<file path="src/cpts_pkg.sv">
// Shared types, identifiers and constants of the CAN pairing transmit scheduler.
`default_nettype none
package cpts_pkg;

  // Input beat: a transmit call or a received frame
  typedef struct packed {
    logic        req_type;
    logic [31:0] now_ms;
    logic        allow_tx;
    logic [10:0] rx_id;
    logic [31:0] rx_payload;
  } in_item_t;

  // Result beat
  typedef struct packed {
    logic        tx_valid;
    logic [3:0]  tx_frame;
    logic        partner_seen;
    logic [15:0] partner_voltage;
    logic [15:0] partner_current;
    logic [31:0] partner_time;
    logic [7:0]  pairing_count;
    logic        paired;
  } out_item_t;

  // One queue entry
  typedef struct packed {
    logic [3:0] code;
    logic       ends;
  } entry_t;

  // Per-cell control
  typedef struct packed {
    logic load;
    logic shift;
    logic push;
  } cell_ctrl_t;

  typedef enum logic [2:0] {
    ST_IDLE,
    ST_SEND,
    ST_FAST,
    ST_MID0,
    ST_MID1,
    ST_MID2,
    ST_SLOW,
    ST_DONE
  } state_t;

  localparam logic       REQ_TX = 1'b0;
  localparam logic       REQ_RX = 1'b1;

  localparam logic [1:0] CFG_PACE = 2'd0;
  localparam logic [1:0] CFG_FAST = 2'd1;
  localparam logic [1:0] CFG_MID  = 2'd2;
  localparam logic [1:0] CFG_SLOW = 2'd3;

  localparam logic [10:0] ID_MEAS   = 11'h360;
  localparam logic [10:0] ID_STAT   = 11'h3E0;
  localparam logic [10:0] ID_TIME   = 11'h420;
  localparam logic [10:0] ID_INFO0  = 11'h560;
  localparam logic [10:0] ID_INFO1  = 11'h5E0;
  localparam logic [10:0] ID_PAIR0  = 11'h5E7;
  localparam logic [10:0] ID_PAIR1  = 11'h660;

  localparam logic [3:0] FR_358 = 4'd0;
  localparam logic [3:0] FR_3D8 = 4'd1;
  localparam logic [3:0] FR_458 = 4'd2;
  localparam logic [3:0] FR_4D8 = 4'd3;
  localparam logic [3:0] FR_518 = 4'd4;

  localparam int INIT_LEN = 12;

  localparam logic [15:0] PACE_RESET = 16'd250;
  localparam logic [19:0] FAST_RESET = 20'd2000;
  localparam logic [19:0] MID_RESET  = 20'd10000;
  localparam logic [19:0] SLOW_RESET = 20'd60000;

  // Init sequence entry for queue position idx (0..11)
  function automatic entry_t init_entry(input logic [3:0] idx);
    entry_t e;
    e.ends = (idx == 4'd11);
    unique case (idx)
      4'd0:    e.code = 4'd5;
      4'd1:    e.code = 4'd6;
      4'd2:    e.code = 4'd7;
      4'd3:    e.code = 4'd8;
      4'd4:    e.code = 4'd9;
      4'd5:    e.code = 4'd10;
      4'd6:    e.code = 4'd11;
      4'd7:    e.code = 4'd0;
      4'd8:    e.code = 4'd1;
      4'd9:    e.code = 4'd2;
      4'd10:   e.code = 4'd3;
      4'd11:   e.code = 4'd4;
      default: e.code = 4'd0;
    endcase
    return e;
  endfunction

endpackage
`default_nettype wire

</file>
<file path="src/can_pairing_tx_scheduler.sv">
// Top level of the CAN pairing transmit scheduler: control sequencer and queue cell chain.
//
//  channel | direction | handshake              | payload
//  --------+-----------+------------------------+----------------------------
//  in      | input     | in_valid / in_stall    | in_data  (in_item_t)
//  out     | output    | out_valid / out_stall  | out_data (out_item_t)
//  cfg     | input     | cfg_write              | cfg_index, cfg_data
//
// A received frame or a transmit call without allow_tx goes from IDLE to DONE and
// back; an allowed transmit call steps through SEND, FAST, MID0..MID2, SLOW and DONE.
// The steps are set by the one shared elapsed-time subtractor, which visits the pace and the
// three period timers in turn, and by one queue write per step (three for mid).
// Reset is synchronous on rst and restores the control registers to their defaults; the
// queue cells, the item and the output payload are not cleared, only the length count.
// A stall on out holds the finished beat; the next input beat is still taken
// and worked on, and only its hand-off to the output register waits.
`default_nettype none
module can_pairing_tx_scheduler
  import cpts_pkg::*;
#(
  parameter int QUEUE_DEPTH = 20
) (
  input  wire logic        clk,
  input  wire logic        rst,
  input  wire logic        in_valid,
  output logic             in_stall,
  input  wire in_item_t    in_data,
  output logic             out_valid,
  input  wire logic        out_stall,
  output out_item_t        out_data,
  input  wire logic        cfg_write,
  input  wire logic [1:0]  cfg_index,
  input  wire logic [19:0] cfg_data
);

  localparam int LEN_W = $clog2(QUEUE_DEPTH + 1);

  // Configuration
  logic [15:0] pace_ms;
  logic [19:0] fast_period_ms;
  logic [19:0] mid_period_ms;
  logic [19:0] slow_period_ms;

  // Control and status
  state_t      state;
  state_t      state_next;
  in_item_t    item;
  logic [LEN_W-1:0] q_len;
  logic [31:0] last_send_time;
  logic [31:0] last_fast_time;
  logic [31:0] last_mid_time;
  logic [31:0] last_slow_time;
  logic        paired_flag;
  logic [15:0] voltage_reg;
  logic [15:0] current_reg;
  logic [31:0] time_reg;
  logic [7:0]  pairing_counter;
  logic        mid_hit;
  logic        sent;
  logic [3:0]  sent_code;
  logic        seen;

  // Datapath decisions
  logic        accept;
  logic        out_free;
  logic [31:0] sel_last;
  logic [31:0] threshold;
  logic [31:0] elapsed;
  logic        hit;
  logic        fire;
  logic        pop_en;
  logic        push_req;
  logic        push_en;
  logic [3:0]  push_code;
  logic        load_init;
  logic        rx_known;
  logic        rx_pair;

  entry_t      cells [QUEUE_DEPTH];
  entry_t      push_entry;

  assign accept   = in_valid && !in_stall;
  assign out_free = !out_valid || !out_stall;
  assign in_stall = (state != ST_IDLE);

  // Receive decode on the input beat itself
  assign rx_pair  = (in_data.rx_id == ID_PAIR0) || (in_data.rx_id == ID_PAIR1);
  assign rx_known = rx_pair || (in_data.rx_id == ID_MEAS) || (in_data.rx_id == ID_TIME)
                 || (in_data.rx_id == ID_STAT) || (in_data.rx_id == ID_INFO0)
                 || (in_data.rx_id == ID_INFO1);

  // Next state
  always_comb begin
    state_next = state;
    unique case (state)
      ST_IDLE: begin
        if (accept) begin
          if (in_data.req_type == REQ_RX || !in_data.allow_tx) state_next = ST_DONE;
          else state_next = ST_SEND;
        end
      end
      ST_SEND: state_next = ST_FAST;
      ST_FAST: state_next = ST_MID0;
      ST_MID0: state_next = ST_MID1;
      ST_MID1: state_next = ST_MID2;
      ST_MID2: state_next = ST_SLOW;
      ST_SLOW: state_next = ST_DONE;
      ST_DONE: begin
        if (out_free) state_next = ST_IDLE;
      end
      default: state_next = ST_IDLE;
    endcase
  end

  // Shared elapsed-time check: pick the timer this step looks at
  always_comb begin
    unique case (state)
      ST_FAST: begin
        sel_last  = last_fast_time;
        threshold = {12'd0, fast_period_ms};
      end
      ST_MID0: begin
        sel_last  = last_mid_time;
        threshold = {12'd0, mid_period_ms};
      end
      ST_SLOW: begin
        sel_last  = last_slow_time;
        threshold = {12'd0, slow_period_ms};
      end
      default: begin
        sel_last  = last_send_time;
        threshold = {16'd0, pace_ms};
      end
    endcase
  end

  assign elapsed = item.now_ms - sel_last;
  assign hit     = (elapsed >= threshold);

  // Step outputs
  always_comb begin
    pop_en    = 1'b0;
    fire      = 1'b0;
    push_req  = 1'b0;
    push_code = FR_358;
    load_init = 1'b0;
    unique case (state)
      ST_IDLE: load_init = accept && (in_data.req_type == REQ_RX) && rx_pair;
      ST_SEND: pop_en = (q_len != '0) && hit;
      ST_FAST: begin
        fire      = paired_flag && hit;
        push_req  = fire;
        push_code = FR_358;
      end
      ST_MID0: begin
        fire      = paired_flag && hit;
        push_req  = fire;
        push_code = FR_518;
      end
      ST_MID1: begin
        push_req  = mid_hit;
        push_code = FR_4D8;
      end
      ST_MID2: begin
        push_req  = mid_hit;
        push_code = FR_3D8;
      end
      ST_SLOW: begin
        fire      = paired_flag && hit;
        push_req  = fire;
        push_code = FR_458;
      end
      default: ;
    endcase
  end

  // Drop the push when the queue is full
  assign push_en         = push_req && (q_len < LEN_W'(QUEUE_DEPTH));
  assign push_entry.code = push_code;
  assign push_entry.ends = 1'b0;

  // Queue cell chain: cell 0 is the head, data moves toward it on a send
  for (genvar i = 0; i < QUEUE_DEPTH; i++) begin : g_cell
    cell_ctrl_t ctrl;
    entry_t     load_entry;
    entry_t     next_entry;

    assign ctrl.shift = pop_en;
    assign ctrl.push  = push_en && (q_len == LEN_W'(i));

    if (i < INIT_LEN) begin : g_init
      assign ctrl.load  = load_init;
      assign load_entry = init_entry(4'(i));
    end else begin : g_noinit
      assign ctrl.load  = 1'b0;
      assign load_entry = cells[i];
    end

    if (i == QUEUE_DEPTH - 1) begin : g_tail
      assign next_entry = cells[i];
    end else begin : g_link
      assign next_entry = cells[i+1];
    end

    cpts_cell u_cell (
      .clk        (clk),
      .ctrl       (ctrl),
      .load_entry (load_entry),
      .push_entry (push_entry),
      .next_entry (next_entry),
      .entry      (cells[i])
    );
  end

  // Item payload register: hold the beat being worked on
  always_ff @(posedge clk) begin
    if (accept) begin
      item <= in_data;
    end
  end

  // Control state, timers and decoded status
  always_ff @(posedge clk) begin
    if (rst) begin
      state           <= ST_IDLE;
      pace_ms         <= PACE_RESET;
      fast_period_ms  <= FAST_RESET;
      mid_period_ms   <= MID_RESET;
      slow_period_ms  <= SLOW_RESET;
      q_len           <= '0;
      last_send_time  <= '0;
      last_fast_time  <= '0;
      last_mid_time   <= '0;
      last_slow_time  <= '0;
      paired_flag     <= 1'b0;
      voltage_reg     <= '0;
      current_reg     <= '0;
      time_reg        <= '0;
      pairing_counter <= '0;
      mid_hit         <= 1'b0;
      sent            <= 1'b0;
      sent_code       <= '0;
      seen            <= 1'b0;
      out_valid       <= 1'b0;
    end else begin
      state <= state_next;

      if (cfg_write) begin
        unique case (cfg_index)
          CFG_PACE: pace_ms        <= cfg_data[15:0];
          CFG_FAST: fast_period_ms <= cfg_data;
          CFG_MID:  mid_period_ms  <= cfg_data;
          CFG_SLOW: slow_period_ms <= cfg_data;
          default: ;
        endcase
      end

      if (accept) begin
        sent      <= 1'b0;
        sent_code <= '0;
        seen      <= (in_data.req_type == REQ_RX) && rx_known;
        if (in_data.req_type == REQ_RX) begin
          if (in_data.rx_id == ID_MEAS) begin
            voltage_reg <= in_data.rx_payload[31:16];
            current_reg <= in_data.rx_payload[15:0];
          end
          if (in_data.rx_id == ID_TIME) begin
            time_reg <= in_data.rx_payload;
          end
          if (rx_pair) begin
            pairing_counter <= pairing_counter + 8'd1;
          end
        end
      end

      // Queue length: load, pop and push never share a cycle
      priority if (load_init) begin
        q_len <= LEN_W'(INIT_LEN);
      end else if (pop_en) begin
        q_len <= q_len - LEN_W'(1);
      end else if (push_en) begin
        q_len <= q_len + LEN_W'(1);
      end

      if (pop_en) begin
        last_send_time <= item.now_ms;
        sent           <= 1'b1;
        sent_code      <= cells[0].code;
        if (cells[0].ends) paired_flag <= 1'b1;
      end

      if (fire && state == ST_FAST) last_fast_time <= item.now_ms;
      if (fire && state == ST_SLOW) last_slow_time <= item.now_ms;
      if (state == ST_MID0) begin
        mid_hit <= fire;
        if (fire) last_mid_time <= item.now_ms;
      end

      // Output register: load on hand-off, drop on the taken beat
      if (state == ST_DONE && out_free) begin
        out_valid <= 1'b1;
      end else if (out_valid && !out_stall) begin
        out_valid <= 1'b0;
      end
    end
  end

  // Output payload: capture the status after the item
  always_ff @(posedge clk) begin
    if (state == ST_DONE && out_free) begin
      out_data.tx_valid        <= sent;
      out_data.tx_frame        <= sent_code;
      out_data.partner_seen    <= seen;
      out_data.partner_voltage <= voltage_reg;
      out_data.partner_current <= current_reg;
      out_data.partner_time    <= time_reg;
      out_data.pairing_count   <= pairing_counter;
      out_data.paired          <= paired_flag;
    end
  end

`ifndef SYNTHESIS
  a_len_bound : assert property (@(posedge clk) disable iff (rst)
    q_len <= LEN_W'(QUEUE_DEPTH))
    else $error("queue length beyond depth");

  a_unsent_zero : assert property (@(posedge clk) disable iff (rst)
    out_valid && !out_data.tx_valid |-> out_data.tx_frame == 4'd0)
    else $error("unsent beat carries a frame code");

  a_sent_not_seen : assert property (@(posedge clk) disable iff (rst)
    out_valid && out_data.tx_valid |-> !out_data.partner_seen)
    else $error("sent frame and partner seen in one beat");

  a_paired_on_send : assert property (@(posedge clk) disable iff (rst)
    $rose(paired_flag) |-> $past(state) == ST_SEND)
    else $error("paired set outside a send step");

  a_no_accept_busy : assert property (@(posedge clk) disable iff (rst)
    state != ST_IDLE |-> !accept && !load_init)
    else $error("input taken while busy");
`endif

endmodule
`default_nettype wire

</file>
<file path="src/cpts_cell.sv">
// One queue cell: holds an entry, loads its init entry, takes its right neighbor's entry on a shift, or takes a push.
`default_nettype none
module cpts_cell
  import cpts_pkg::*;
(
  input  wire logic       clk,
  input  wire cell_ctrl_t ctrl,
  input  wire entry_t     load_entry,
  input  wire entry_t     push_entry,
  input  wire entry_t     next_entry,
  output entry_t          entry
);

  always_ff @(posedge clk) begin
    priority if (ctrl.load) begin
      entry <= load_entry;
    end else if (ctrl.shift) begin
      entry <= next_entry;
    end else if (ctrl.push) begin
      entry <= push_entry;
    end
  end

endmodule
`default_nettype wire

</file>
<file path="config.mk">
export PLATFORM = sky130hd
export DESIGN_NAME = can_pairing_tx_scheduler
export DESIGN_NICKNAME = d
export VERILOG_FILES = /design/src/cpts_pkg.sv /design/src/can_pairing_tx_scheduler.sv /design/src/cpts_cell.sv
export SDC_FILE = /design/constraint.sdc
export NUM_CORES = 1
export LEC_CHECK = 0
export ABC_AREA = 1
export BUFFER_PORTS_ARGS = -buffer_cell sky130_fd_sc_hd__buf_2
export CORE_UTILIZATION = 40
export CTS_CLUSTER_SIZE = 30
export DETAILED_ROUTE_END_ITERATION = 10
export GPL_ROUTABILITY_DRIVEN = 0
export PLACE_DENSITY = 0.59
export SLEW_MARGIN = 15
export SYNTH_ARGS = -nofsm -noshare
export SYNTH_HDL_FRONTEND = slang
export SYNTH_SLANG_ARGS = --single-unit
</file>
<file path="constraint.sdc">
create_clock -name clk -period 7.2 [get_ports clk]
set_input_delay 1.8 -clock clk [delete_from_list [all_inputs] [get_ports clk]]
set_output_delay 1.8 -clock clk [all_outputs]
set_load 0.02 [all_outputs]
</file>
==> summary.txt <==
Detailed routing
  • DRC viols: 17
  • Vias: 18180
  • WL per Instance: 16.02 um
  • Via density per instance: 5.141
  • Final WL: 56680 um
  • Drt first-iter violations: 1344
  • Pre-antenna DRT Iters: 9
  • Remaining antenna violation count: 0

Placement
  • DP Wirelength: 38510 um
  • IO Port Bufs: 184
  • Cell area after placement: 22890 sq um
  • Placed insts: 3441

Job
  • Max-cap violation count: 0

Timing
  • Tightest hold margin: 427.2 ps
  • RSZ-0062 raised after global routing: false
  • Highest clock rate: 0.1618 GHz
  • Worst Max-Slew Pin Slew: 1153 ps
  • Setup tns final: 0 ps
  • Max-slew headroom: 0.2286
  • Final min period: 6180 ps
  • Post-route clock period utilization: 0.8584
  • Clk_skew: 25.56 ps
  • Slew Limit Fails: 0
  • Endpoints failing setup: 0
  • Final Hold Vio Count: 0

Synth
  • Synthesized Nets: 2843
  • Avg Cell Area, Syn: 8.021 sq um
  • Top FF cell, synth: dfxtp_1
  • Count of different cell masters after synthesis: 49
  • Synthesized area: 21500 sq um
  • Yosys reg bits: 483
  • Post-synthesis sequential area ratio: 0.5127
  • Asr flop ratio synth: 0
  • Syn Inst Count: 2680
  • Post-synth EDFFs: 135
  • Yosys warnings: 0

CTS
  • Post-CTS Resized: 0
  • CTS tree: built
  • Post-CTS setup repair buffer count: 0
  • H-tree depth: 2
  • Clock transition at path regs: 70 ps
  • Later-pin clock latency in the skew report: 620 ps
  • Cts bufs inserted: 51
  • # clock sinks: 483
  • Post-CTS Hold Fix Bufs: 0
  • Clock Tree Root: clkbuf_16
  • Clk buf depth: 3

Floorplan
  • Ports: 185
  • Initial Util: 0.4066
  • Placeable Area: 52870 sq um
  • Die ar.: 54670 sq um
  • Die Y: 233.8 um
  • # rows: 84
  • Die X: 233.8 um

Critical path
  • CP peak stage delay: 720 ps
  • Worst reg-to-reg path cell count: 32
  • Crit path capture: last_mid_time[27]
  • Max stage delay cell, worst path: nand2_2
  • Critical-path maximum fanout: 59
  • Critical R2R Launch: state[1]
  • CP Data Required Time: 7650 ps
  • Startpoint Class: flip-flop
  • Critical path buffer and inverter count: 4
  • Critical path origin: state[1]
  • Worst R2R Setup Slack: 1020 ps
  • CP dominant cell by count: nand2_1
  • Crit path max-delay family: simple AND/OR/NAND/NOR gates
  • WS Path Type: flip-flop to flip-flop
  • Reg2reg end: last_mid_time[27]
  • Critical path depth: 32
  • CP Capture Type: flip-flop
  • Critical path arrival: 6630 ps

GRT
  • Largest net degree at the start of global routing: 113
  • Initial antenna violation count: 4
  • Gr usage total: 0.2061
  • Vias in the first global route: 17410
  • GRT overflow: 0
  • Global-route wire length before repair: 90820 um

Pwr
  • Tot Pwr: 7897 uW
  • Worst VDD drop: 0.2017 mV
  • Power Density: 322.0 nW/um^2
  • Leak: 0.01016 uW

Outcome
  • Failing checks: DRC
  • Run status: finished with violations

Final layout
  • Final Cell Area: 24530 sq um
  • NumNets Final: 2969
  • Top flop regs: g_cell.u_cell.entry: 79 flops, out_data: 79 flops
  • Final Non-Filler Cells: 3537
  • Area Overhead vs Synth: 14.11%
  • Fill count: 5157
  • Layout cell share with drive strength beyond 1: 0.1099

Min path
  • Hold WC Path Type: flip-flop to flip-flop
  • Hold Crit Depth: 0
  • Hold Startpoint: time_reg[27]
power breakdown:
| part | leakage, uW | switching [uW] | internal [uW] | total [uW] |
|---|---|---|---|---|
| clock | 0.000788 | 1100 | 1460 | 2560 |
| sequential | 0.00396 | 150 | 3050 | 3200 |
| combinational | 0.00542 | 1380 | 756 | 2140 |
| total | 0.0102 | 2630 | 5260 | 7900 |
metrics by stage:
| step | util | setup WS [ps] |
|---|---|---|
| after floorplan | - | 1476 |
| after global placement | 0.4330 | 1215 |
| after detailed placement | 0.4330 | 1127 |
| after CTS | 0.4639 | 1078 |
| after global routing | 0.4640 | 414.5 |
| final | 0.4640 | 1020 |
kinds of logic after synthesis:
family / after synthesis / synth area share
AND/OR/NAND/NOR: 1034 / 0.1985
AO/OA/AOI/OAI: 612 / 0.1584
flip-flops: 483 / 0.5127
buffers and inverters: 469 / 0.08632
adder cells (fa/ha/maj): 59 / 0.03469
XOR/XNOR: 23 / 0.009371
cell usage after synthesis (8+ instances only):
master / n / area (sq um)
nand2_1: 566 / 2125
dfxtp_1: 348 / 6967
inv_1: 317 / 1190
nor2_1: 262 / 983.4
a21oi_1: 213 / 1066
o21ai_0: 194 / 970.9
nand3_1: 148 / 740.7
edfxtp_1: 135 / 4054
clkbuf_1: 88 / 330.3
o22ai_1: 78 / 488.0
a211oi_1: 65 / 488.0
ha_1: 58 / 725.7
buf_2: 37 / 185.2
o21ai_1: 34 / 170.2
xor2_1: 19 / 166.4
inv_2: 11 / 41.29
nand4_1: 11 / 68.82
nor3_1: 10 / 50.05
a221oi_1: 8 / 70.07
worst min-delay path by stage:
| stage | slack [ps] | to |
|---|---|---|
| final | 430 | out_data[36] |
| after global routing | 430 | out_data[49] |
| after global placement | 410 | out_data[71] |
| after floorplan | 410 | out_data[7] |
| after CTS | 430 | out_data[46] |
| after detailed placement | 410 | out_data[29] |
layout by cell type, fill, tap and decap left out, drive strengths merged, types with 19 or more instances in the layout:
cell type	Yosys	final
clkinv	5	23
xor2	19	19
inv	328	327
ha	58	58
nor2	265	265
dfxtp	348	348
a21oi	213	213
o21ai	229	229
a211oi	65	65
clkbuf	88	75
o22ai	78	78
buf	48	209
nand3	154	154
edfxtp	135	135
nand2	575	575
cell type report:
cell class	instances	area (sq um)	area share
flip-flops and latches	483	11020	0.4493
multi-input cells	1728	8647	0.3525
clock buffers	75	1436	0.05856
inverters	333	1254	0.05111
repair buffers	209	1111	0.04530
well taps	688	860.8	0.03509
clock inverters	19	193.9	0.007907
diodes	2	5.005	0.0002040
layer usage:
layer | routed length [um] | vias up | global-route usage
met2 | 27060 | 418 | 0.3545
met1 | 25710 | 8543 | 0.2658
met4 | 1303 | 4 | 0.06636
met3 | 2570 | 88 | 0.02845
li1 | - | 9129 | -
met5 | 27 | - | 0
(Power assumes the default switching activity.)
